<file path="src/sv/chd_pkg.sv">
// Shared types and constants for the chained hash dictionary.
// No dependencies; every other file refers to this package by scoped names.
package chd_pkg;

   localparam int BUCKETS = 1024;
   localparam int NODES   = 1024;

   localparam int BKT_W  = (BUCKETS > 1) ? $clog2(BUCKETS) : 1;
   localparam int NODE_W = (NODES > 1) ? $clog2(NODES) : 1;
   localparam int CNT_W  = $clog2(NODES + 1);
   localparam int MOD_W  = $clog2(BUCKETS + 1);

   localparam int CMD_W = 2;
   localparam int KEY_W = 64;
   localparam int VAL_W = 32;
   localparam int POS_W = 10;
   localparam int ST_W  = 3;
   localparam int ENT_W = 11;
   localparam int HSZ_W = 11;
   localparam int SUM_W = KEY_W / 2 + 1;

   localparam logic [HSZ_W-1:0] HSZ_RESET = 11'd1024;

   typedef enum logic [CMD_W-1:0] {
      CMD_INSERT = 2'd0,
      CMD_FIND   = 2'd1,
      CMD_CLEAR  = 2'd2,
      CMD_READ   = 2'd3
   } cmd_type;

   typedef enum logic [ST_W-1:0] {
      ST_ADDED    = 3'd0,
      ST_UPDATED  = 3'd1,
      ST_FOUND    = 3'd2,
      ST_NOTFOUND = 3'd3,
      ST_FULL     = 3'd4,
      ST_CLEARED  = 3'd5,
      ST_READOK   = 3'd6,
      ST_PASTEND  = 3'd7
   } status_type;

   typedef struct packed {
      cmd_type            cmd;
      logic [KEY_W-1:0]   key;
      logic [VAL_W-1:0]   value_a;
      logic [VAL_W-1:0]   value_b;
      logic [VAL_W-1:0]   value_c;
      logic [POS_W-1:0]   position;
      logic [SUM_W-1:0]   sum;
   } job_type;

   typedef struct packed {
      logic             start;
      logic [SUM_W-1:0] sum;
   } mod_req_type;

   typedef struct packed {
      logic             done;
      logic [BKT_W-1:0] bucket;
   } mod_rsp_type;

endpackage

</file>
<file path="src/sv/chd_mod.sv">
// Bucket count register and bit-serial modulo unit (one quotient bit a cycle).
// Depends on chd_pkg.
module chd_mod (
   input  logic                        clock,
   input  logic                        reset,
   input  logic                        csr_valid,
   output logic                        csr_ready,
   input  logic [chd_pkg::HSZ_W-1:0]   csr_data,
   input  chd_pkg::mod_req_type        mod_req,
   output chd_pkg::mod_rsp_type        mod_rsp
);
   localparam int STEP_W = $clog2(chd_pkg::SUM_W + 1);

   logic [chd_pkg::HSZ_W-1:0] hsize_ff, hsize_in;
   logic [chd_pkg::MOD_W-1:0] rem_ff, rem_in;
   logic [chd_pkg::SUM_W-1:0] sum_ff, sum_in;
   logic [STEP_W-1:0]         cnt_ff, cnt_in;
   logic                      busy_ff, busy_in;
   logic                      done_ff, done_in;
   logic [chd_pkg::MOD_W-1:0] modulus;
   logic [chd_pkg::MOD_W:0]   trial;

   assign csr_ready      = 1'b1;
   assign mod_rsp.done   = done_ff;
   assign mod_rsp.bucket = rem_ff[chd_pkg::BKT_W-1:0];
   assign trial          = {rem_ff, sum_ff[chd_pkg::SUM_W-1]};

   always_comb begin
      if (hsize_ff == '0) begin
         modulus = chd_pkg::MOD_W'(1);
      end else if (32'(hsize_ff) > chd_pkg::BUCKETS) begin
         modulus = chd_pkg::MOD_W'(chd_pkg::BUCKETS);
      end else begin
         modulus = chd_pkg::MOD_W'(hsize_ff);
      end

      hsize_in = csr_valid ? csr_data : hsize_ff;
      rem_in   = rem_ff;
      sum_in   = sum_ff;
      cnt_in   = cnt_ff;
      busy_in  = busy_ff;
      done_in  = 1'b0;
      if (mod_req.start) begin
         rem_in  = '0;
         sum_in  = mod_req.sum;
         cnt_in  = STEP_W'(chd_pkg::SUM_W);
         busy_in = 1'b1;
      end else if (busy_ff) begin
         if (trial >= {1'b0, modulus}) begin
            rem_in = chd_pkg::MOD_W'(trial - {1'b0, modulus});
         end else begin
            rem_in = trial[chd_pkg::MOD_W-1:0];
         end
         sum_in = {sum_ff[chd_pkg::SUM_W-2:0], 1'b0};
         cnt_in = cnt_ff - 1'b1;
         if (cnt_ff == STEP_W'(1)) begin
            busy_in = 1'b0;
            done_in = 1'b1;
         end
      end
   end

   always_ff @(posedge clock) begin
      rem_ff <= rem_in;
      sum_ff <= sum_in;
      cnt_ff <= cnt_in;
      if (reset) begin
         hsize_ff <= chd_pkg::HSZ_RESET;
         busy_ff  <= 1'b0;
         done_ff  <= 1'b0;
      end else begin
         hsize_ff <= hsize_in;
         busy_ff  <= busy_in;
         done_ff  <= done_in;
      end
   end
endmodule

</file>
<file path="config.mk">
export PLATFORM = sky130hd
export DESIGN_NAME = chd_mod
export DESIGN_NICKNAME = d
export VERILOG_FILES = /design/src/sv/chd_pkg.sv /design/src/sv/chd_mod.sv
export SDC_FILE = /design/constraint.sdc
export NUM_CORES = 1
export LEC_CHECK = 0
export ABC_AREA = 1
export BUFFER_PORTS_ARGS = -buffer_cell sky130_fd_sc_hd__buf_2
export CAP_MARGIN = 10
export CORE_ASPECT_RATIO = 1.1
export CORE_UTILIZATION = 50
export CTS_BUF_LIST = sky130_fd_sc_hd__clkbuf_8
export CTS_CLUSTER_SIZE = 20
export DETAILED_ROUTE_END_ITERATION = 16
export MAX_ROUTING_LAYER = met4
export PLACE_DENSITY = 0.71
export SETUP_SLACK_MARGIN = 0.5
export SYNTH_ARGS = -nofsm -noshare
export SYNTH_HDL_FRONTEND = slang
export SYNTH_SLANG_ARGS = --single-unit
</file>
<file path="constraint.sdc">
create_clock -name clock -period 5.29 [get_ports clock]
set_input_delay 0.529 -clock clock [delete_from_list [all_inputs] [get_ports clock]]
set_output_delay 0.529 -clock clock [all_outputs]
set_load 0.03 [all_outputs]
</file>
# --- Word-level counts from Yosys, hierarchy flattened ---
# Cells that the tools add are included.
op_classes:
  n_mux: 9
  bitwise_logic: 1
  addsub: 2
  order_cmp: 2
  reduce_logical: 3
  eq_ne: 1
op_table:
  columns: ["op", "count"]
  rows:
  - ["$mux 33", 2]
  - ["$mux 11", 3]
  - ["$ge 12x11->1", 1]
  - ["$gt 11x11->1 const B", 1]
  - ["$logic_not 11->1", 1]
  - ["$sub 11x11->11", 1]
  - ["$eq 6x1->1 const B", 1]
  - ["$sub 6x1->6 const B", 1]
  - ["$mux 1", 4]
  - ["$reduce_or 3->1", 1]
  - ["$reduce_bool 2->1", 1]
  - ["$not 1->1", 1]
word_totals:
  register_bits: 63
  input_bits: 48

# --- Longest topological paths before layout ---
logic_depth:
  word_depth: 5
  depth_mapped: 18
  ltp_nobuf: 17

# --- Worst setup path before layout ---
# OpenSTA, ideal clock, no wires.
synth_path:
  kind: "reg-to-reg"
  start: "register hsize_ff[2] (netlist name)"
  end: "register rem_ff[0] (netlist name)"
  synth_period_minus_slack_ns: 2.163
  path_buffers: 1
  required_ns: 5.127
  setup_ns: 0.163
  arrival_time_ns: 2.000
  setup_slack_ns: 3.127
  path_stages_with_launch: 17
  cell_sequence: "dfxtp_1 > nor2_1 > nand4_1 > nor3_1 > nor2_1 > inv_1 > nand2_1 > ha_1 > nand2_1 > inv_1 > nand2_1 > inv_1 > nand2_2 > buf_2 > nand4_1 > nand3_1 > o21ai_0"
synth_between:
  elab_chain_len: 5
  elab_cells_between_ends: 7
  classes_between: "1 x add/sub; 2 x order compare; 3 x mux; 1 x reduce/logical"
synth_lines:
  columns: ["element", "line_no", "rtl"]
  rows:
  - ["from (decl)", "chd_mod.sv:14", "logic [chd_pkg::HSZ_W-1:0] hsize_ff, hsize_in;"]
  - ["from (signal assigned)", "chd_mod.sv:68", "hsize_ff <= chd_pkg::HSZ_RESET;"]
  - ["from (signal assigned)", "chd_mod.sv:72", "hsize_ff <= hsize_in;"]
  - ["$gt 11x11->1", "chd_mod.sv:31", "end else if (32'(hsize_ff) > chd_pkg::BUCKETS) begin"]
  - ["$mux 11", "chd_mod.sv:31", null]
  - ["$mux 11 (*)", "chd_mod.sv:29", "if (hsize_ff == '0) begin"]
  - ["$sub 11x11->11 / $ge 12x11->1 (equally long branches)", "chd_mod.sv:50, chd_mod.sv:49", null]
  - ["$mux 11 (*)", "chd_mod.sv:49", "if (trial >= {1'b0, modulus}) begin"]
  - ["to (signal assigned)", "chd_mod.sv:64", "rem_ff <= rem_in;"]
  - ["to (decl)", "chd_mod.sv:15", "logic [chd_pkg::MOD_W-1:0] rem_ff, rem_in;"]
# Mark *: on every way between the ends. The rest lies on a longest branch, timed or not.
# A chain may end at the register's enable or synchronous reset.

# --- Worst setup path in the final report ---
# Same ends and word-level chain as after synthesis.

==> results.md <==
- #FFs+latches synth: 63
- Mapped Cells: 468
- Routed WL: 7301 µm
- Post-synth EDFFs: 33
- Slew HR: 37.80%
- Slowest cell on the critical path: ha_1
- Post-CTS Hold Buffers: 0
- DR DRC count: 0
- Leak: 2.074 nW
- Cells along the critical path: nor2_1 > nand4_1 > nor3_1 > nor2_1 > inv_1 > nand2_1 > ha_1 > nand2_1 > nand2_1 > nand2_1 > nand2_1 > nand2_2 > nand3_2 > nand2_1 > nand3_1 > o21ai_0
- Sequential area share after synthesis: 45.43%
- Largest net degree at the start of global routing: 40
- Critical Path Start: hsize_ff[2]
- CP max stage delay: 360 ps
- DP Area: 0.003742 mm²
- Area of the core: 0.006671 mm²
- Die span in x: 81.81 µm
- I/O pin count: 60
- Gate power share: 45.7%
- TritonCTS clock tree: yes
- Peak VDD IR: 309.9 µV
- CTS root buf: clkbuf_8
- Post-layout min period: 2652 ps
- Syn Nets: 531
- Gpl congestion: 0.9233
- Most common cell after layout, fill and taps aside: nand2_1
- Worst setup EP type: flip-flop
- Share of layout cells above drive strength 1: 16.99%
- Final setup TNS: 0 ps
- RSZ-0062 raised after global routing: no
- Distinct cells, synth: 33
- Worst hold path type: input pin to flip-flop
- Post-layout util: 59.77%
- Period utilization: 50.13%
- Clock share of power: 24.1%
- Most frequent CP cell: nand2_1
- Initial Util: 52.51%
- H-tree lvl count: 3
- Sink Count: 63
- Vias in the first global route: 2950
- Net Sw Frac: 40.82%
- Hold path startpoint: csr_data[4]
- Initial antenna violation count: 0
- GRT overflow: 0
- NumNets Final: 576
- Power Internal: 1.251 mW
- Antenna diode count: 0
- Initial DRT Pass Iterations: 5
- Worst slew pin tran: 927.2 ps
- Run status: completed
- Mapped cell area: 0.003503 mm²
- Die area: 0.007346 mm²
- First-pass GRT wire length: 12730 µm
- Total CTS buffers: 9
- Buffer count from post-CTS setup fixing: 0
- Filler cell count: 635
- Reg power frac: 30.2%
- Worst setup SP type: flip-flop
- Critical path arrival: 2920 ps
- Synth Area per Inst: 7.486 µm²
- Final Instance Area: 0.003988 mm²
- Power per cell area: 530.1 mW/mm²
- Asr flop ratio synth: 0%
- Area occupied by multi-input gates: 0.001536 mm²
- Via/cell ratio: 5.027
- Routed len/inst: 12.17 µm
- Fin. Hold Viols: 0
- Post-cts resize count: 0
- First-iteration detailed-routing DRC count: 145
- Req. time, crit path: 5560 ps
- Synth-to-Final Area Change: 13.82%
- Worst-path fanout max: 12
- CTS clk-pin slew, worst paths: 80 ps
- Clk_skew: 11.74 ps
- Flip-flop and latch area: 0.001592 mm²
- Die height: 89.79 µm
- Switching power: 862.9 µW
- Floorplan row count: 31
- Post-DP HPWL: 5311 µm
- Most frequent cells in the layout: 179 x nand2_1, 58 x buf_2, 53 x inv_1, 36 x nor2_1, 33 x edfxtp_1
- Total GRT Usage: 23.01%
- Synth Flop Type: edfxtp_1
- Port Buf Inserts: 58
- Max Cap Violations: 0
- Clk_lat worst skew: 340 ps
- CTS Buffer Depth: 2
- Crit Path Category: flip-flop to flip-flop
- Post-route ant nets: 0
- DR vias: 3016
- Slew Limit Fails: 0
- Final setup viols: 0
- Reg2Reg Launch Point: hsize_ff[2]
- Max Clk Rate: 377.1 MHz
- Syn. warnings: 0
[state kept, by name, indices dropped and copies added, names as in the netlist]
| register | count |
|---|---|
| hsize_ff | 11 |
| sum_ff | 33 |
| done_ff | 1 |
| busy_ff | 1 |
| cnt_ff | 6 |
| rem_ff | 11 |
[metrics by stage]
step                      setup WS (ps)  instances  power (mW)  hold WS (ps)
after CTS                          2642        600       2.121         393.8
after global placement             2675        584       1.582         451.8
final                              2638        600       2.114         407.2
after global routing               2303        600       2.290         406.0
after detailed placement           2596        584       1.601         463.6
after floorplan                    3127        468       1.478         432.1
[final timing paths]
path	endpoint	slack (ps)	cells past startpoint
max	rem_ff[0]	2640	16
min	hsize_ff[4]	410	3
min reg2reg	cnt_ff[2]	480	1
max reg2reg	rem_ff[0]	2640	16
[power by group through the flow]
stage	Sequential [mW]	Combinational (mW)	Clock [mW]
6_report	0.638	0.966	0.510
5_1_grt	0.648	1.10	0.546
2_1_floorplan	0.632	0.846	0
3_5_place_dp	0.648	0.953	0
4_1_cts	0.638	0.963	0.520
3_3_place_gp	0.645	0.937	0
[routing by layer]
metal | part of all wire (%) | routed length, µm | track usage (%) | up-vias
li1 | - | - | - | 1569
met1 | 46 | 3339 | 27.96 | 1374
met2 | 49 | 3589 | 37.26 | 64
met3 | 3.9 | 283 | 5.178 | 9
met4 | 1.2 | 89 | 7.456 | 0
met5 | 0 | 0 | - | -
[final cells by class]
cell class                 count  area share [%]
sequential                    63           39.91
timing repair buffer          59           7.468
clock buffer                  10           3.452
inverter                      57           5.366
tap                           82           2.573
multi-input combinational    323           38.53
clock inverter                 6           2.698
[cells in the mapped netlist (2+ instances only)]
master / instances / area share [%]
a21oi_1: 10 / 1.4
buf_2: 3 / 0.43
buf_4: 13 / 2.8
buf_6: 2 / 0.64
clkbuf_1: 6 / 0.64
clkinv_1: 2 / 0.21
dfxtp_1: 30 / 17
edfxtp_1: 33 / 28
ha_1: 14 / 5.0
inv_1: 53 / 5.7
inv_2: 2 / 0.21
nand2_1: 179 / 19
nand2_2: 4 / 0.71
nand3_1: 25 / 3.6
nand3_2: 4 / 1.1
nand4_1: 14 / 2.5
nor2_1: 36 / 3.9
nor3_1: 2 / 0.29
o21ai_0: 17 / 2.4
o21ai_1: 4 / 0.57
or2_2: 2 / 0.36
xnor2_1: 2 / 0.50
[cell families (layout without fill, tap and decap cells)]
logic type	Yosys count	count (layout)	synth area share [%]
AND/OR/NAND/NOR	270	270	32.36
buffers and inverters	82	132	10.71
flip-flops	63	63	45.43
AO/OA/AOI/OAI	34	34	5.072
adder cells (fa/ha/maj)	15	15	5.572
XOR/XNOR	3	3	0.7501
other	1	1	0.1070
[critical path: cells and delay by family (launching register included)]
kind                       cells  cell delay (ps)
buffers and inverters          1              170
DFF                            1              320
and+or+nand+nor               13             1620
AOI/OAI and AO/OA              1              110
adders and majority gates      1              360
No activity file was read; power rests on OpenSTA's default activity.
