File: src/sv/chd_pkg.sv
// Shared types and constants for the chained hash dictionary.
// No dependencies; every other file refers to this package by scoped names.
package chd_pkg;

   localparam int BUCKETS = 1024;
   localparam int NODES   = 1024;

   localparam int BKT_W  = (BUCKETS > 1) ? $clog2(BUCKETS) : 1;
   localparam int NODE_W = (NODES > 1) ? $clog2(NODES) : 1;
   localparam int CNT_W  = $clog2(NODES + 1);
   localparam int MOD_W  = $clog2(BUCKETS + 1);

   localparam int CMD_W = 2;
   localparam int KEY_W = 64;
   localparam int VAL_W = 32;
   localparam int POS_W = 10;
   localparam int ST_W  = 3;
   localparam int ENT_W = 11;
   localparam int HSZ_W = 11;
   localparam int SUM_W = KEY_W / 2 + 1;

   localparam logic [HSZ_W-1:0] HSZ_RESET = 11'd1024;

   typedef enum logic [CMD_W-1:0] {
      CMD_INSERT = 2'd0,
      CMD_FIND   = 2'd1,
      CMD_CLEAR  = 2'd2,
      CMD_READ   = 2'd3
   } cmd_type;

   typedef enum logic [ST_W-1:0] {
      ST_ADDED    = 3'd0,
      ST_UPDATED  = 3'd1,
      ST_FOUND    = 3'd2,
      ST_NOTFOUND = 3'd3,
      ST_FULL     = 3'd4,
      ST_CLEARED  = 3'd5,
      ST_READOK   = 3'd6,
      ST_PASTEND  = 3'd7
   } status_type;

   typedef struct packed {
      cmd_type            cmd;
      logic [KEY_W-1:0]   key;
      logic [VAL_W-1:0]   value_a;
      logic [VAL_W-1:0]   value_b;
      logic [VAL_W-1:0]   value_c;
      logic [POS_W-1:0]   position;
      logic [SUM_W-1:0]   sum;
   } job_type;

   typedef struct packed {
      logic             start;
      logic [SUM_W-1:0] sum;
   } mod_req_type;

   typedef struct packed {
      logic             done;
      logic [BKT_W-1:0] bucket;
   } mod_rsp_type;

endpackage

File: src/sv/chd_ifs.sv
// Request and response channel interfaces of the chained hash dictionary.
// Depends on chd_pkg for field widths.
interface chd_req_if;
   logic                        valid;
   logic                        ready;
   logic [chd_pkg::CMD_W-1:0]   command;
   logic [chd_pkg::KEY_W-1:0]   key;
   logic [chd_pkg::VAL_W-1:0]   value_a;
   logic [chd_pkg::VAL_W-1:0]   value_b;
   logic [chd_pkg::VAL_W-1:0]   value_c;
   logic [chd_pkg::POS_W-1:0]   position;

   modport source(output valid, command, key, value_a, value_b, value_c, position,
                  input ready);
   modport sink(input valid, command, key, value_a, value_b, value_c, position,
                output ready);
endinterface


File: src/sv/chd_front.sv
// Front end: accepts request transactions, decodes them and precomputes the
// key fold, then holds them in a two-entry queue. Depends on chd_pkg, chd_ifs.
module chd_front (
   input  logic              clock,
   input  logic              reset,
   input  logic              enable,
   chd_req_if.sink           req_chan,
   output logic              job_valid,
   input  logic              job_ready,
   output chd_pkg::job_type  job
);
   localparam int QDEPTH = 2;

   chd_pkg::job_type q_ff [QDEPTH];
   logic             wr_ff, wr_in;
   logic             rd_ff, rd_in;
   logic [1:0]       cnt_ff, cnt_in;
   logic             push, pop;
   chd_pkg::job_type entry;

   assign req_chan.ready = enable && (cnt_ff != 2'(QDEPTH));
   assign job_valid      = (cnt_ff != 2'd0);
   assign job            = q_ff[rd_ff];
   assign push           = req_chan.valid && req_chan.ready;
   assign pop            = job_valid && job_ready;

   always_comb begin
      entry.cmd      = chd_pkg::cmd_type'(req_chan.command);
      entry.key      = req_chan.key;
      entry.value_a  = req_chan.value_a;
      entry.value_b  = req_chan.value_b;
      entry.value_c  = req_chan.value_c;
      entry.position = req_chan.position;
      entry.sum      = chd_pkg::SUM_W'(req_chan.key[chd_pkg::KEY_W/2-1:0])
                     + chd_pkg::SUM_W'(req_chan.key[chd_pkg::KEY_W-1:chd_pkg::KEY_W/2]);
      wr_in  = push ? ~wr_ff : wr_ff;
      rd_in  = pop ? ~rd_ff : rd_ff;
      cnt_in = cnt_ff + 2'(push) - 2'(pop);
   end

   always_ff @(posedge clock) begin
      if (push) begin
         q_ff[wr_ff] <= entry;
      end
      if (reset) begin
         wr_ff  <= 1'b0;
         rd_ff  <= 1'b0;
         cnt_ff <= 2'd0;
      end else begin
         wr_ff  <= wr_in;
         rd_ff  <= rd_in;
         cnt_ff <= cnt_in;
      end
   end
endmodule

File: src/flat_wrapper.sv
// flat-port wrapper written by rule: the top's interface ports become plain ports
module chd_front_flat 
  (clock, reset, enable, job_valid, job_ready, job, req_chan_valid, req_chan_command, req_chan_key, req_chan_value_a, req_chan_value_b, req_chan_value_c, req_chan_position, req_chan_ready);
  chd_req_if req_chan_i ();
  input  logic clock;
  input  logic reset;
  input  logic enable;
  output logic job_valid;
  input  logic job_ready;
  output chd_pkg::job_type job;
  input wire logic [$bits(req_chan_i.valid)-1:0] req_chan_valid;
  input wire logic [$bits(req_chan_i.command)-1:0] req_chan_command;
  input wire logic [$bits(req_chan_i.key)-1:0] req_chan_key;
  input wire logic [$bits(req_chan_i.value_a)-1:0] req_chan_value_a;
  input wire logic [$bits(req_chan_i.value_b)-1:0] req_chan_value_b;
  input wire logic [$bits(req_chan_i.value_c)-1:0] req_chan_value_c;
  input wire logic [$bits(req_chan_i.position)-1:0] req_chan_position;
  output wire logic [$bits(req_chan_i.ready)-1:0] req_chan_ready;
  assign req_chan_i.valid = req_chan_valid;
  assign req_chan_i.command = req_chan_command;
  assign req_chan_i.key = req_chan_key;
  assign req_chan_i.value_a = req_chan_value_a;
  assign req_chan_i.value_b = req_chan_value_b;
  assign req_chan_i.value_c = req_chan_value_c;
  assign req_chan_i.position = req_chan_position;
  assign req_chan_ready = req_chan_i.ready;
  chd_front u_core (.clock(clock), .reset(reset), .enable(enable), .req_chan(req_chan_i), .job_valid(job_valid), .job_ready(job_ready), .job(job));
endmodule
File: config.mk
export PLATFORM = sky130hd
export DESIGN_NAME = chd_front_flat
export DESIGN_NICKNAME = d
export VERILOG_FILES = /design/src/sv/chd_pkg.sv /design/src/sv/chd_ifs.sv /design/src/sv/chd_front.sv /design/src/flat_wrapper.sv
export SDC_FILE = /design/constraint.sdc
export NUM_CORES = 1
export LEC_CHECK = 0
export ABC_AREA = 1
export BUFFER_PORTS_ARGS = -buffer_cell sky130_fd_sc_hd__buf_2
export CORE_MARGIN = 10
export CORE_UTILIZATION = 35
export CTS_BUF_LIST = sky130_fd_sc_hd__clkbuf_8 sky130_fd_sc_hd__clkbuf_16
export CTS_CLUSTER_DIAMETER = 150
export CTS_CLUSTER_SIZE = 30
export DETAILED_ROUTE_END_ITERATION = 16
export GPL_TIMING_DRIVEN = 0
export PLACE_DENSITY = 0.53
export SLEW_MARGIN = 20
export SYNTH_ARGS = -nofsm -noshare
export SYNTH_HDL_FRONTEND = slang
export SYNTH_SLANG_ARGS = --single-unit
export TNS_END_PERCENT = 1
File: constraint.sdc
create_clock -name clock -period 13.4 [get_ports clock]
set_clock_uncertainty 0.05 [all_clocks]
set_input_delay 2.68 -clock clock [delete_from_list [all_inputs] [get_ports clock]]
set_output_delay 2.68 -clock clock [all_outputs]
set_load 0.01 [all_outputs]
# [Yosys cells after proc, flatten, opt, wreduce, memory -nomap -nowiden]
# Memories as Yosys holds them, arrays and structs flattened. A register that Yosys moved wholly into a read port is not among the register bits.
# Cells that the tools add are included.
# W data, S select, Z words.
[totals] ramBits=410 reg_bits=4 output_inout_bits=207 mem_count=1 word_cells=18
[classes] n_mux=4 reduce_logical=4 n_bitwise=2 n_addsub=3 n_eq_ne=1
[memory_table] name="u_core.q_ff" words=2 width=205 rd=1 rd_clocked_by_memory_dff=1 write_ports=1 line="chd_front.sv:14" text="chd_pkg::job_type q_ff [QDEPTH];"
[op_table] cell="$add A32 B32 Y33" n=1
[op_table] cell="$mux W1" n=4
[op_table] cell="$logic_and A1 B1 Y1" n=3
[op_table] cell="$add A2 B1 Y2" n=1
[op_table] cell="$ne A2 B2 Y1 const B" n=1
[op_table] cell="$not A1 Y1" n=2
[op_table] cell="$reduce_bool A2 Y1" n=1
[op_table] cell="$sub A2 B1 Y2" n=1

# [Logic depth before layout (Yosys ltp)]
# Gate-level depths: netlist (run 1).
[depth] depth_word=5 depth_mapped=12

# [Worst setup path before layout (run 1)]
# Ideal clock, no wire load.
[synth_timing] path_type="input to register" from="input enable" to="memory u_core.q_ff[1][0] in the netlist's numbering, enable pin" arrival_ns=11.774 cell_stages=3 path_buffers=0 setup_slack_ns=0.800 required_ns=12.574 setup_time_ns=0.776 path_cell_list="a21boi_0 nand2_1 nor2_1"
[synth_between] elab_chain_len=4
[synth_rtl] element="start: declaration" line="flat_wrapper.sv:7" text="input logic enable;"
[synth_rtl] element="$logic_and A1 B1 Y1" line="chd_front.sv:21" text="assign req_chan.ready = enable && (cnt_ff != 2'(QDEPTH));"
[synth_rtl] element="$logic_and A1 B1 Y1" line="chd_front.sv:24" text="assign push = req_chan.valid && req_chan.ready;"
[synth_rtl] element="$mux W1" line="chd_front.sv:42" text="if (push) begin"
[synth_rtl] element="$mux W1 (implied by the code)" line="chd_front.sv:43" text="q_ff[wr_ff] <= entry;"
[synth_rtl] element="end: declaration" line="chd_front.sv:14"
# No other way between the ends.

# [Final worst setup path (run 1)]
[layout_timing] from="input enable" to="output req_chan_ready"
[layout_between] elab_chain_len=1
[layout_rtl] element="$logic_and A1 B1 Y1" line="chd_front.sv:21"
[layout_rtl] element="end: declaration" line="flat_wrapper.sv:18" text="output wire logic [$bits(req_chan_i.ready)-1:0] req_chan_ready;"
# No other way between the ends.

==> results of run 1 <==
-- cell usage in the layout, fill, tap and decap left out, drive strengths merged --
cell,Yosys,routed
edfxtp,410,410
clkbuf,0,17
nor2,42,42
and3,1,1
inv,124,131
nand3,28,28
buf,23,426
nand4,4,4
mux2,205,205
diode,0,3
or2,1,1
a21o,1,1
ha,34,34
nand2,242,242
o21bai,1,1
nor3,5,5
nand3b,1,1
a21oi,23,23
fa,1,1
a21boi,1,1
xor2,15,15
clkinvlp,0,1
xnor2,1,1
dfxtp,5,5
nor3b,2,2
o21ai,1,1
-- metal layers --
layer,wire [um],global-route usage (%),vias to the layer above,share of wire (%)
li1,-,-,4977,-
met1,18720,17.60,5016,41
met2,23070,26.42,258,51
met3,2873,3.855,41,6.3
met4,886,3.382,4,1.9
met5,32,0,-,0.070
-- worst max-delay path: stages --
cell      delay (ns)
buf_2           0.07
a21boi_0        0.22
buf_2           0.18
-- sequential cells by signal, summed over array words and instances, names as in the netlist, named ones only --
| signal | flops |
|---|---|
| u_core.q_ff | 410 |
| u_core.cnt_ff | 2 |
| u_core.rd_ff | 1 |
| u_core.wr_ff | 1 |
-- logic make-up after synthesis --
| kind of cell | after synthesis |
|---|---|
| adder cells (fa/ha/maj) | 35 |
| AND/OR/NAND/NOR | 326 |
| flip-flops | 415 |
| XOR/XNOR | 16 |
| multiplexers | 205 |
| AO/OA/AOI/OAI | 27 |
| buffers and inverters | 147 |
-- worst max path at each step --
| stage | start | endpoint | depth (start not counted) |
|---|---|---|---|
| after global routing | enable | req_chan_ready | 3 |
| after detailed placement | enable | req_chan_ready | 3 |
| after global placement | enable | u_core.q_ff[1][117] | 4 |
| after floorplan | enable | u_core.q_ff[1][0] | 3 |
| after CTS | enable | req_chan_ready | 3 |
| final | enable | req_chan_ready | 3 |
-- layout make-up --
class	instances	area, um^2
plain buffers	23	171.4
repair buffers	403	2352
multi-input cells	609	4388
clock buffers	17	425.4
inverters	124	465.4
well taps	664	830.8
clock inverters	8	38.79
flip-flops and latches	415	12410
diodes	3	7.507
fillers	4621	27960
-- stage by stage --
stage	worst slack (ns)	total power, mW
5_1_grt	7.466	3.072
3_3_place_gp	-5.088	2.374
4_1_cts	7.514	2.976
6_report	7.514	2.920
3_5_place_dp	7.512	2.358
2_1_floorplan	0.7999	2.043
-- power groups by stage --
stage / clock (mW) / combinational [mW] / sequential [mW]
6_report: 0.613 / 0.764 / 1.54
5_1_grt: 0.687 / 0.834 / 1.55
4_1_cts: 0.645 / 0.788 / 1.54
3_5_place_dp: 0 / 0.784 / 1.57
3_3_place_gp: 0 / 0.752 / 1.62
2_1_floorplan: 0 / 0.444 / 1.60
==> reports/qor.yml, run 1 <==
htreeDepth: 1
switching_share_pct: 28.17
finalCritPeriodShare_pct: 43.93
synth_top_family_by_area: "multiplexers"
grt_max_degree: 32
critPathRequiredTime_ns: 10.67
drc: 0
worstSetupEndpointType: "output pin"
r2r-start: "u_core.cnt_ff[0]"
syn2layout_area_growth_pct: 21.06
synthCells: 1171
p_switching_mw: 0.8225
gp_congestion: 0.8603
die_h_um: 243.1
final_util_pct: 43.00
synth_commonest_cells: "410 x edfxtp_1, 234 x nand2_1, 205 x mux2_2"
maxSlewViolCount: 0
syn_nets: 1383
clock_latency_ns: 0.55
synth_top_cell_by_area: "edfxtp_1"
tritoncts: "yes"
relSlewSlack_pct: 68.99
synthMuxAreaShare_pct: 13.25
overflow: 0
min_period_ns: 5.886
synth_xor_area_share_pct: 0.8044
synth_top_cell_area_share_pct: 70.67
yosys.area_share.simple_pct: 7.670
drtIter0Drc: 388
holdCritPathClass: "flop to flop"
grt_pass1_vias: 10640
layout-drive-gt1-share_pct: 41.78
setup_viol: 0
reg2reg_slack_ns: 11.18
yosysWarningCount: 0
crit_arrival_ns: 3.16
wirelength_um: 45590
finalNetCount: 1805
wl_per_cell_um: 20.12
seqPwrFrac_pct: 52.8
synth.avg_cell_area_um2: 14.88
numPlacedInstances: 2238
hold_buffers: 0
start_kind: "input pin"
combPwrFrac_pct: 26.2
viasPerCell: 4.544
drt_first_pass_iters: 5
grt_pass1_wl_um: 67230
synth-adder-area-share_pct: 2.557
die_area_mm2: 0.05910
fin_cells: 2266
cap_violations: 0
async_flop_share_pct: 0
reg2reg_depth: 7
rows: 81
final_area_mm2: 0.02109
r2r-end: "u_core.q_ff[0][23]"
syn-cell-area_mm2: 0.01742
clockRootBuffer: "clkbuf_16"
rsz0062_at_grt: "no"
placed_cell_area_mm2: 0.02062
dp_hpwl_um: 36000
ioPinCount: 384
synth_edf_count: 410
holdPathEnd: "u_core.rd_ff"
io_buffers: 383
die_w_um: 243.1
cts.sinks: 415
clkPwrFrac_pct: 21.0
cts_buffer_depth: 3
p_leak_nw: 8.456
synthDistinctLibCells: 28
cts_resized: 0
drtAntennaViolNets: 0
worstSetupPathType: "input pin to output pin"
fmax_mhz: 169.9
cts_buffers: 17
vdd_drop_max_mv: 0.08349
netlist_top_cells_area: "edfxtp_1 71%, mux2_2 13%, nand2_1 5.0%"
status: "completed"
yosysMostFrequentCell: "edfxtp_1"
finalHoldWorstSlack_ns: 0.4531
path_max_fanout: 2
tns_ns: 0
synthFlopType: "edfxtp_1"
initial_core_util_pct: 35.52
path_clk_slew_ns: 0.11
hold_violations: 0
track_usage_pct: 14.84
core_mm2: 0.04905
num_vias: 10300
min_path_cells: 2
cts_setup_buffers: 0
p_per_area_mw_per_mm2: 138.4
worstMarginPinSlew_ns: 0.4651
synth-seq-cells: 415
hold_start: "u_core.rd_ff"
ys_seq_area_share_pct: 71.24
synth_compound_area_share_pct: 0.8187
antenna_found_initial: 3
internal_power_mw: 2.097
(Power assumes the default switching activity.)
==> run 2: changes to the inputs <==
--- a/config.mk
+++ b/config.mk
@@ -14,7 +14,7 @@
 export CTS_CLUSTER_SIZE = 30
 export DETAILED_ROUTE_END_ITERATION = 16
 export GPL_TIMING_DRIVEN = 0
-export PLACE_DENSITY = 0.53
+export PLACE_DENSITY = 0.55
 export SLEW_MARGIN = 20
 export SYNTH_ARGS = -nofsm -noshare
 export SYNTH_HDL_FRONTEND = slang
==> constraint.sdc (replaced) <==
create_clock -name clock -period 4.7 [get_ports clock]
set_clock_uncertainty 0.05 [all_clocks]
set_input_delay 0.94 -clock clock [delete_from_list [all_inputs] [get_ports clock]]
set_output_delay 0.94 -clock clock [all_outputs]
set_load 0.01 [all_outputs]
==> reports/qor.yml, run 2 (synthesis gave the netlist of run 1 again) <==
die_w_um: 243.1
overflow: 0
cts_resized: 0
p_leak_nw: 8.488
clockRootBuffer: "clkbuf_16"
drt_first_pass_iters: 5
drtIter0Drc: 505
maxSlewViolCount: 0
final_area_mm2: 0.02121
fmax_mhz: 305.9
wirelength_um: 45710
rows: 81
wl_per_cell_um: 20.20
largestRegisters: "u_core.q_ff (410), u_core.cnt_ff (2)"
layout_common_cells: "410 x edfxtp_1, 391 x buf_2, 233 x nand2_1"
io_buffers: 383
status: "completed"
power_mw: 8.338
cts_buffers: 17
track_usage_pct: 14.85
placed_cell_area_mm2: 0.02076
tns_ns: 0
final_util_pct: 43.24
numPlacedInstances: 2240
grt_pass1_vias: 10810
relSlewSlack_pct: 57.68
die_h_um: 243.1
ioPinCount: 384
drtAntennaViolNets: 0
crit_arrival_ns: 2.28
worstSetupEndpointType: "output pin"
tritoncts: "yes"
grt_max_degree: 31
final_common_cell: "edfxtp_1"
cts_buffer_depth: 3
fin_cells: 2263
finalWorstSetupSlack_ns: 1.431
slowest_delay_ns: 0.42
dp_hpwl_um: 36240
p_per_area_mw_per_mm2: 393.2
gp_congestion: 0.8453
syn2layout_area_growth_pct: 21.73
clock_latency_ns: 0.53
holdCritPathClass: "flop to flop"
finalNetCount: 1807
vdd_drop_max_mv: 0.2532
cpMostUsedCell: "buf_2"
path_max_fanout: 10
grt_pass1_wl_um: 67140
place_ws_ns: 1.577
hold_buffers: 0
finalHoldWorstSlack_ns: 0.4640
path_clk_slew_ns: 0.11
core_mm2: 0.04905
initial_core_util_pct: 35.52
die_area_mm2: 0.05910
hold_violations: 0
antenna_found_initial: 5
cts.sinks: 415
largest_reg_flops: 410
worstMarginPinSlew_ns: 0.6333
layout-drive-gt1-share_pct: 42.07
r2r-start: "u_core.cnt_ff[0]"
htreeDepth: 1
top_register: "u_core.q_ff"
rsz0062_at_grt: "no"
crit_path_top_delay_cell: "buf_2"
num_vias: 10350
min_period_ns: 3.269
viasPerCell: 4.574
critPathRequiredTime_ns: 3.71
cts_setup_buffers: 0
start_kind: "flop"
hold_start: "u_core.rd_ff"
drc: 0
path_cells: "buf_2 -> buf_2 -> buf_6 -> mux2_2 -> buf_2"
finalCritPeriodShare_pct: 69.56
cap_violations: 0
worstSetupPathType: "flop to output pin"
n_fill_cell: 4590
setup_viol: 0
[run 2: power breakdown]
group / switching (mW) / total [mW] / internal (mW)
Sequential: 0.0455 / 4.40 / 4.35
Clock: 1.07 / 1.73 / 0.662
Combinational: 1.23 / 2.20 / 0.974
Total: 2.35 / 8.34 / 5.99
[run 2: worst max-delay path: cells and delay by family, from the launching register on]
kind | cells | cell delay (ns)
buffers and inverters | 4 | 1.05
DFF | 1 | 0.32
muxes | 1 | 0.36
[run 2: worst paths after layout]
kind	to	slack, ns	cells past startpoint
setup / recovery	job[168]	1.43	5
hold reg to reg	flop	0.46	2
setup reg to reg	u_core.q_ff[0][45]	2.39	8
hold / removal	flop	0.46	2
[run 2: layout make-up]
| class | count | area [um^2] | share of cell area (%) |
|---|---|---|---|
| multi-input combinational | 609 | 4407 | 20.78 |
| antenna | 4 | 10.01 | 0.04720 |
| clock inverter | 2 | 8.758 | 0.04130 |
| buffer | 23 | 171.4 | 0.8083 |
| sequential | 415 | 12410 | 58.53 |
| tap | 664 | 830.8 | 3.917 |
| clock buffer | 17 | 425.4 | 2.006 |
| inverter | 124 | 465.4 | 2.195 |
| timing repair buffer | 405 | 2477 | 11.68 |
[run 2: layer usage]
| metal | vias to the layer above | GRT usage [%] | wire length (um) |
|---|---|---|---|
| met4 | 2 | 2.665 | 657 |
| met5 | - | 0 | 13 |
| li1 | 4983 | - | - |
| met3 | 34 | 3.316 | 2599 |
| met2 | 265 | 27.09 | 23570 |
| met1 | 5067 | 17.66 | 18870 |
==> run 3: changes to the inputs <==
--- a/config.mk
+++ b/config.mk
@@ -14,7 +14,7 @@
 export CTS_CLUSTER_SIZE = 30
 export DETAILED_ROUTE_END_ITERATION = 16
 export GPL_TIMING_DRIVEN = 0
-export PLACE_DENSITY = 0.55
+export PLACE_DENSITY = 0.53
 export SLEW_MARGIN = 20
 export SYNTH_ARGS = -nofsm -noshare
 export SYNTH_HDL_FRONTEND = slang
==> constraint.sdc (replaced) <==
create_clock -name clock -period 3.3 [get_ports clock]
set_clock_uncertainty 0.05 [all_clocks]
set_input_delay 0.66 -clock clock [delete_from_list [all_inputs] [get_ports clock]]
set_output_delay 0.66 -clock clock [all_outputs]
set_load 0.01 [all_outputs]
==> reports/qor.yml, run 3 (synthesis gave the netlist of run 1 again) <==
path_cells: "buf_2 -> buf_2 -> buf_6 -> mux2_2 -> buf_2"
path_max_fanout: 10
tritoncts: "yes"
syn2layout_area_growth_pct: 21.27
numPlacedInstances: 2238
min_period_ns: 3.025
final_common_cell: "edfxtp_1"
cpMostUsedCell: "buf_2"
layout_common_cells: "410 x edfxtp_1, 391 x buf_2, 233 x nand2_1"
path_clk_slew_ns: 0.11
clockRootBuffer: "clkbuf_16"
drc: 0
rsz0062_at_grt: "no"
io_buffers: 383
cts_buffer_depth: 3
largest_reg_flops: 410
p_per_area_mw_per_mm2: 561.0
worstSetupPathType: "flop to output pin"
cts_setup_buffers: 0
die_h_um: 243.1
largestRegisters: "u_core.q_ff (410), u_core.cnt_ff (2)"
cts_buffers: 17
core_mm2: 0.04905
place_ws_ns: 0.4381
finalWorstSetupSlack_ns: 0.2754
antenna_found_initial: 9
crit_path_top_delay_cell: "buf_2"
hold_buffers: 0
viasPerCell: 4.569
initial_core_util_pct: 35.52
finalCritPeriodShare_pct: 91.66
n_fill_cell: 4685
wl_per_cell_um: 20.00
dp_hpwl_um: 35910
start_kind: "flop"
clock_latency_ns: 0.54
top_register: "u_core.q_ff"
finalNetCount: 1805
die_area_mm2: 0.05910
rows: 81
cap_violations: 0
overflow: 0
hold_violations: 0
setup_viol: 0
grt_pass1_vias: 10810
worstSetupEndpointType: "output pin"
ioPinCount: 384
cts.sinks: 415
drtIter0Drc: 456
fmax_mhz: 330.6
holdCritPathClass: "input pin to flop"
relSlewSlack_pct: 63.86
fin_cells: 2267
htreeDepth: 1
status: "completed"
grt_max_degree: 32
maxSlewViolCount: 0
num_vias: 10360
drt_first_pass_iters: 4
wirelength_um: 45340
drtAntennaViolNets: 0
cts_resized: 0
layout-drive-gt1-share_pct: 41.95
crit_arrival_ns: 2.31
critPathRequiredTime_ns: 2.59
grt_pass1_wl_um: 67090
track_usage_pct: 14.79
vdd_drop_max_mv: 0.3909
p_leak_nw: 8.463
worstMarginPinSlew_ns: 0.5409
gp_congestion: 0.8698
die_w_um: 243.1
slowest_delay_ns: 0.43
-- run 3: changes by cell type in the layout (fill, tap and decap cells not counted), moves of 2 or more --
cell     before  now
buf_12        6   13
buf_16       16    7
diode_2       4    6
inv_1       124  128
-- run 3: per-stage QoR --
stage	setup TNS (ns)	utilization [%]	area (um^2)	hold slack (ns)	power (mW)
after floorplan	-488.55	-	17460	0.4044	8.223
after global placement	-1346.28	41.19	20200	0.4213	9.509
after detailed placement	0	42.11	20660	0.4352	9.581
after CTS	0	43.04	21110	0.1998	12.10
after global routing	0	43.06	21120	0.2103	12.46
final	0	43.07	21130	0.2419	11.85
-- run 3: final timing paths --
path | depth (start not counted) | startpoint | slack, ns | endpoint
setup / recovery | 5 | flop | 0.28 | job[177]
hold / removal | 1 | req_chan_value_c[7] | 0.24 | u_core.q_ff[1][50]
setup reg to reg | 8 | u_core.cnt_ff[0] | 1.00 | u_core.q_ff[1][116]
hold reg to reg | 2 | u_core.rd_ff | 0.45 | flop
-- run 3: power breakdown --
part           internal, mW  total, mW  switching (mW)
clock network         0.953       2.49            1.53
logic                  1.37       3.10            1.74
registers              6.20       6.26          0.0627
-- run 3: critical path: cells and delay by family (launching register included) --
family	cells	cell delay (ns)
flops	1	0.32
mux	1	0.35
buf+inv	4	1.08
-- run 3: layer usage --
| metal | GRT usage (%) | wire (um) | vias up |
|---|---|---|---|
| li1 | - | - | 4977 |
| met1 | 17.38 | 18380 | 5068 |
| met2 | 26.45 | 23050 | 249 |
| met3 | 3.942 | 2797 | 53 |
| met4 | 3.382 | 1037 | 10 |
| met5 | 0 | 68 | - |
-- run 3: final cells by class --
type	instances	area (um^2)	area share [%]
diodes	6	15.01	0.07106
plain buffers	23	171.4	0.8113
clock buffers	17	425.4	2.013
clock inverters	6	31.28	0.1481
inverters	124	465.4	2.203
multi-input cells	609	4407	20.86
flip-flops and latches	415	12410	58.75
well taps	664	830.8	3.932
repair buffers	403	2370	11.22
